[src/sv/vfc_pkg.sv]
`timescale 1ns / 1ps

package vfc_pkg;

    localparam int BYTE_W   = 8;
    localparam int ERR_W    = 2;
    localparam int IN_DATA_W  = 8;
    localparam int OUT_DATA_W = 16;
    localparam int OUT_USER_W = 4;

    localparam logic [BYTE_W-1:0] START_BYTE = 8'h68;
    localparam logic [BYTE_W-1:0] END_BYTE   = 8'h16;

    typedef enum logic [2:0] {
        PH_HUNT   = 3'd0,
        PH_LEN1   = 3'd1,
        PH_LEN2   = 3'd2,
        PH_START2 = 3'd3,
        PH_BODY   = 3'd4,
        PH_CSUM   = 3'd5,
        PH_END    = 3'd6
    } phase_t;

    typedef enum logic [ERR_W-1:0] {
        ERR_NONE   = 2'd0,
        ERR_HEADER = 2'd1,
        ERR_CSUM   = 2'd2,
        ERR_END    = 2'd3
    } err_t;

    typedef struct packed {
        logic [BYTE_W-1:0] body_byte;
        logic              body_valid;
        logic              frame_end;
        logic              frame_good;
        err_t              fault_kind;
        logic [BYTE_W-1:0] frame_length;
    } vfc_result_t;

endpackage

[src/sv/vfc_parser.sv]
`timescale 1ns / 1ps

module vfc_parser (
    input  logic                        aclk,
    input  logic                        aresetn,
    input  logic                        step,
    input  logic [vfc_pkg::BYTE_W-1:0]  rx_byte,
    output vfc_pkg::vfc_result_t        result
);
    import vfc_pkg::*;

    phase_t            phase_reg, phase_next;
    logic [BYTE_W-1:0] length_reg, length_next;
    logic [BYTE_W-1:0] left_reg, left_next;
    logic [BYTE_W-1:0] sum_reg, sum_next;
    logic              matched_reg, matched_next;
    logic [BYTE_W-1:0] left_dec;

    assign left_dec = left_reg - BYTE_W'(1);

    always_ff @(posedge aclk) begin
        if (!aresetn) begin
            phase_reg   <= PH_HUNT;
            length_reg  <= '0;
            left_reg    <= '0;
            sum_reg     <= '0;
            matched_reg <= 1'b0;
        end else if (step) begin
            phase_reg   <= phase_next;
            length_reg  <= length_next;
            left_reg    <= left_next;
            sum_reg     <= sum_next;
            matched_reg <= matched_next;
        end
    end

    // next state
    always_comb begin
        phase_next   = phase_reg;
        length_next  = length_reg;
        left_next    = left_reg;
        sum_next     = sum_reg;
        matched_next = matched_reg;
        unique case (phase_reg)
            PH_LEN1: begin
                length_next = rx_byte;
                left_next   = rx_byte;
                phase_next  = PH_LEN2;
            end
            PH_LEN2: begin
                phase_next = (rx_byte == length_reg) ? PH_START2 : PH_HUNT;
            end
            PH_START2: begin
                if (rx_byte == START_BYTE) begin
                    phase_next = (left_reg == '0) ? PH_CSUM : PH_BODY;
                end else begin
                    phase_next = PH_HUNT;
                end
            end
            PH_BODY: begin
                sum_next  = sum_reg + rx_byte;
                left_next = left_dec;
                if (left_dec == '0) begin
                    phase_next = PH_CSUM;
                end
            end
            PH_CSUM: begin
                matched_next = (rx_byte == sum_reg);
                phase_next   = PH_END;
            end
            PH_END: begin
                phase_next = PH_HUNT;
            end
            default: begin
                if (rx_byte == START_BYTE) begin
                    length_next  = '0;
                    left_next    = '0;
                    sum_next     = '0;
                    matched_next = 1'b0;
                    phase_next   = PH_LEN1;
                end else begin
                    phase_next = PH_HUNT;
                end
            end
        endcase
    end

    // outputs
    always_comb begin
        result              = '0;
        result.fault_kind   = ERR_NONE;
        result.frame_length = length_next;
        unique case (phase_reg)
            PH_LEN2: begin
                if (rx_byte != length_reg) begin
                    result.frame_end  = 1'b1;
                    result.fault_kind = ERR_HEADER;
                end
            end
            PH_START2: begin
                if (rx_byte != START_BYTE) begin
                    result.frame_end  = 1'b1;
                    result.fault_kind = ERR_HEADER;
                end
            end
            PH_BODY: begin
                result.body_byte  = rx_byte;
                result.body_valid = 1'b1;
            end
            PH_END: begin
                result.frame_end = 1'b1;
                if (!matched_reg) begin
                    result.fault_kind = ERR_CSUM;
                end else if (rx_byte != END_BYTE) begin
                    result.fault_kind = ERR_END;
                end else begin
                    result.frame_good = 1'b1;
                end
            end
            default: begin
                result.frame_end = 1'b0;
            end
        endcase
    end

endmodule

[config.mk]
export PLATFORM = sky130hd
export DESIGN_NAME = vfc_parser
export DESIGN_NICKNAME = d
export VERILOG_FILES = /design/src/sv/vfc_pkg.sv /design/src/sv/vfc_parser.sv
export SDC_FILE = /design/constraint.sdc
export NUM_CORES = 1
export LEC_CHECK = 0
export BUFFER_PORTS_ARGS = -buffer_cell sky130_fd_sc_hd__clkbuf_2
export CAP_MARGIN = 20
export CORE_ASPECT_RATIO = 1.5
export CORE_UTILIZATION = 55
export DETAILED_ROUTE_END_ITERATION = 8
export PLACE_DENSITY = 0.87
export SKIP_CTS_REPAIR_TIMING = 1
export SLEW_MARGIN = 20
export SYNTH_ARGS = -nofsm -noshare
export SYNTH_HDL_FRONTEND = slang
export SYNTH_SLANG_ARGS = --single-unit
[constraint.sdc]
create_clock -name aclk -period 2.4 [get_ports aclk]
set_input_delay 0.36 -clock aclk [delete_from_list [all_inputs] [get_ports aclk]]
set_output_delay 0.36 -clock aclk [all_outputs]
set_load 0.1 [all_outputs]
### Word-level counts from Yosys, hierarchy flattened

Index checks and enable logic that the tools add are counted.

* register bits after elaboration: 28
* output and inout bits: 21
* bits of input ports: 11

* eq/ne operators: 13
* bitwise logic cells: 3
* reductions and logical operators: 13
* add/subtract/negate cells: 2
* mux-type cells: 25

Operators by type and width (count)
* $pmux W8 S2: 2
* $pmux W8 S3: 1
* $pmux W3 S6: 1
* $eq A8 B8 Y1: 2
* $logic_not A8 Y1: 2
* $mux W8: 2
* $reduce_or A5 Y1: 3
* $mux W1: 10
* $eq A3 B3 Y1 const B: 3
* $mux W9: 1
* $reduce_and A3 Y1: 3
* $add A8 B8 Y8: 1
* $eq A8 B7 Y1 const B: 1
* $ne A8 B5 Y1 const B: 1
* $ne A8 B7 Y1 const B: 1
* $ne A8 B8 Y1: 1
* $sub A8 B1 Y8 const B: 1
* $eq A3 B2 Y1 const B: 2
* $mux W2: 3
* $mux W3: 2
* $pmux W2 S3: 1
* $reduce_bool A2 Y1: 2
* $reduce_or A4 Y1: 1
* $eq A3 B1 Y1 const B: 1
* other kinds (6): 8

### Depth between registers and ports, before layout

* word-level depth: 4
* mapped depth: 8

### Worst setup path before layout

Ideal clock, no wire load.

* path kind: input to output
* start point: input port rx_byte[7] in the netlist's numbering
* end point: output port result[10] in the netlist's numbering
* slack: -1179 ps
* path buffers: 1
* stages: 5
* required time: 2040 ps
* arrival time: 3219 ps
* path through: buf_2 nor4_1 nand4_1 or2_2 nor3_1

RTL lines
* from (decl): RTL line vfc_parser.sv:7 `input logic [vfc_pkg::BYTE_W-1:0] rx_byte,`
* to (decl): RTL line vfc_parser.sv:8 `output vfc_pkg::vfc_result_t result`

==> metrics <==
Root Buffer=clkbuf_8; number of synthesized flops with an enable pin=0; nets@finish=329; DP Area=2610 um2; Core ar.=3750 um2; drt drc=0; clk_lat worst skew=0.27 ns; area leader, netlist=dfxtp_1; GP Congestion=between 0.8 and 0.9; first-pass GRT wire length=between 9000 and 10000 um; Initial Util=0.587; Cells after Synth=about 280; Post-synth ARST share=0; static leakage=1.04 nW; WP data required=2.04 ns; RSZ-0062 raised after global routing=no; Final Hold Vio Count=0; Avg Inst Size Synth=roughly 8 um2; flop-to-flop setup slack=0.32 ns; Slew Limit Fails=0; Synth cell types=60; Metal-1 WL=2290 um; crit-path max cell delay=0.33 ns; commonest cells in the synthesized netlist=dfxtp_1, a21oi_1, nor2_1; Finished Layout Cells=348; yosys warns=0; multi-input combinational cell area=1510 um2; met2 wire length=3120 um; Via Count=2265; FF/Latch Area=563 um2; Antenna Diode Count=0; met3 WL post-DR=around 360 um; Yosys top cell area share=0.255; syn_nets=303; crit path max fanout=6; design area=2660 um2; fill cell count=around 280; initial drt markers=137; ANT nets after route=0; DR WL/cell=approximately 17 um; CTS max path bufs=2; Critical Path Source Type=input port; Yosys reg bits=28; end of the critical path=result[10]; Cell Chain, Critical Path=clkbuf_2 > buf_4 > nor4_1 > nand4_1 > or2_2 > nor3_2 > buf_12; critical path's slowest cell=or2_2; Top Metal Used=met4; final wirelength=6010 um; die height=79.5 um; Critical R2R Launch=sum_reg[1]$_SDFFE_PN0P_; CTS Sinks=28; Reg-to-Reg End=sum_reg[7]$_SDFFE_PN0P_; sequential share of the synthesized area=0.255; GR Util All Layers=0.305; number of global-route vias before repair=2217; maximum clock frequency=around 440 MHz; # setup viols final=0; Layout Area Growth over Synthesis=20.6%; Slew Limit Headroom=0.618; Port Buffer Count=31; clock edge transition at the registers on the reported setup and hold paths=0.09 ns; IO Pins=32; Critical Path End Type=output port; Mapped Area=2200 um2; HPWL after DPL=4520 um; die width=53.7 um; dominant synthesized flop cell=dfxtp_1; grt ovf=0; initial antenna violation count=0; Max-Cap Viols=0; First-pass DRT Iterations=5; Arr. time, crit path=1.92 ns; Area contributors post-synth=dfxtp_1, a21oi_1, ha_1, o21ai_0, xnor2_1; largest net degree at the start of global routing=19; period utilization=0.951; # placed instances=345; Die ar.=between 4000 and 5000 um2; via/cell ratio=6.51; # H-tree levels=1; # rows=27; clock period minus worst slack=roughly 2.3 ns; run status=finished, final reports clean; WS Path Type=in -> out; Setup crit start=rx_byte[7]; layout cells sized above 1=0.239; CP top delay family=simple AND/OR/NAND/NOR gates; Buf/Inv on CP=3; pwr dens=380 nW/um2; worst hold path class=in -> reg; worst vdd ir=0.388 mV; Worst Tran Pin Value=0.568 ns; Final Skew=0.00745 ns; worst-case reg-to-reg path depth=6; CTS tree=done; CP Depth=7; TritonCTS buffer count=3; most common cell in the netlist=dfxtp_1
worst min path at each step:
| stage | start | depth (start not counted) | endpoint |
|---|---|---|---|
| final | aresetn | 3 | left_reg[7]$_SDFFE_PN0P_ |
| after global routing | aresetn | 3 | left_reg[7]$_SDFFE_PN0P_ |
| after CTS | aresetn | 3 | left_reg[7]$_SDFFE_PN0P_ |
| after detailed placement | sum_reg[6]$_SDFFE_PN0P_ | 2 | sum_reg[6]$_SDFFE_PN0P_ |
| after global placement | sum_reg[6]$_SDFFE_PN0P_ | 2 | sum_reg[6]$_SDFFE_PN0P_ |
| after floorplan | sum_reg[6]$_SDFFE_PN0P_ | 2 | sum_reg[6]$_SDFFE_PN0P_ |
cell usage in the layout, fill, tap and decap left out, drive strengths merged, types with 4 or more instances in the layout:
master,Yosys,layout
nand2,13,13
inv,9,9
ha,10,10
clkbuf,15,21
o21ai,22,22
dfxtp,28,28
nor2,26,26
a22oi,7,7
a21o,4,4
and3,10,10
a21oi,25,25
a211oi,7,7
xor2,5,5
a22o,8,8
nand3,15,15
nor3,7,7
xnor2,11,11
buf,8,26
worst min-delay path, cell delays in order:
cell      delay, ns
clkbuf_2       0.11
o21ai_0        0.07
nor2_1         0.04
layer usage:
layer / vias up / global-route usage
li1: 1091 / -
met4: 0 / 0.187
met3: 25 / 0.0190
met5: - / 0
met1: 1044 / 0.354
met2: 105 / 0.523
logic make-up (layout without fill, tap and decap cells):
kind of cell	count (synthesis)	after routing	synth area share
adders and majority gates	11	11	0.0659
xor gates and xnor gates	16	16	0.0637
AOI/OAI and AO/OA	94	94	0.293
and+or+nand+nor	99	99	0.255
DFF	28	28	0.255
buffers and inverters	33	57	0.0682
cell type report:
cell class | count | share of cell area
multi-input combinational | 220 | 0.569
inverter | 10 | 0.0141
clock buffer | 3 | 0.0156
sequential | 28 | 0.212
tap | 43 | 0.0203
timing repair buffer | 44 | 0.169
report_power, final:
group	internal, mW	switching, mW
Clock	0.113	0.141
Combinational	0.0998	0.172
Sequential	0.472	0.0116
metrics by stage:
step,hold slack (ns),util,setup TNS [ns],setup WS [ns],total power [mW]
detailed placement,0.491,0.696,0,0.140,0.761
floorplan,0.447,-,-0.319,-0.319,0.675
global route,0.364,0.708,0,0.0304,1.04
global placement,0.468,0.696,0,0.187,0.756
CTS,0.344,0.707,0,0.00488,1.00
finish,0.345,0.708,0,0.117,1.01
(Power assumes the default switching activity.)
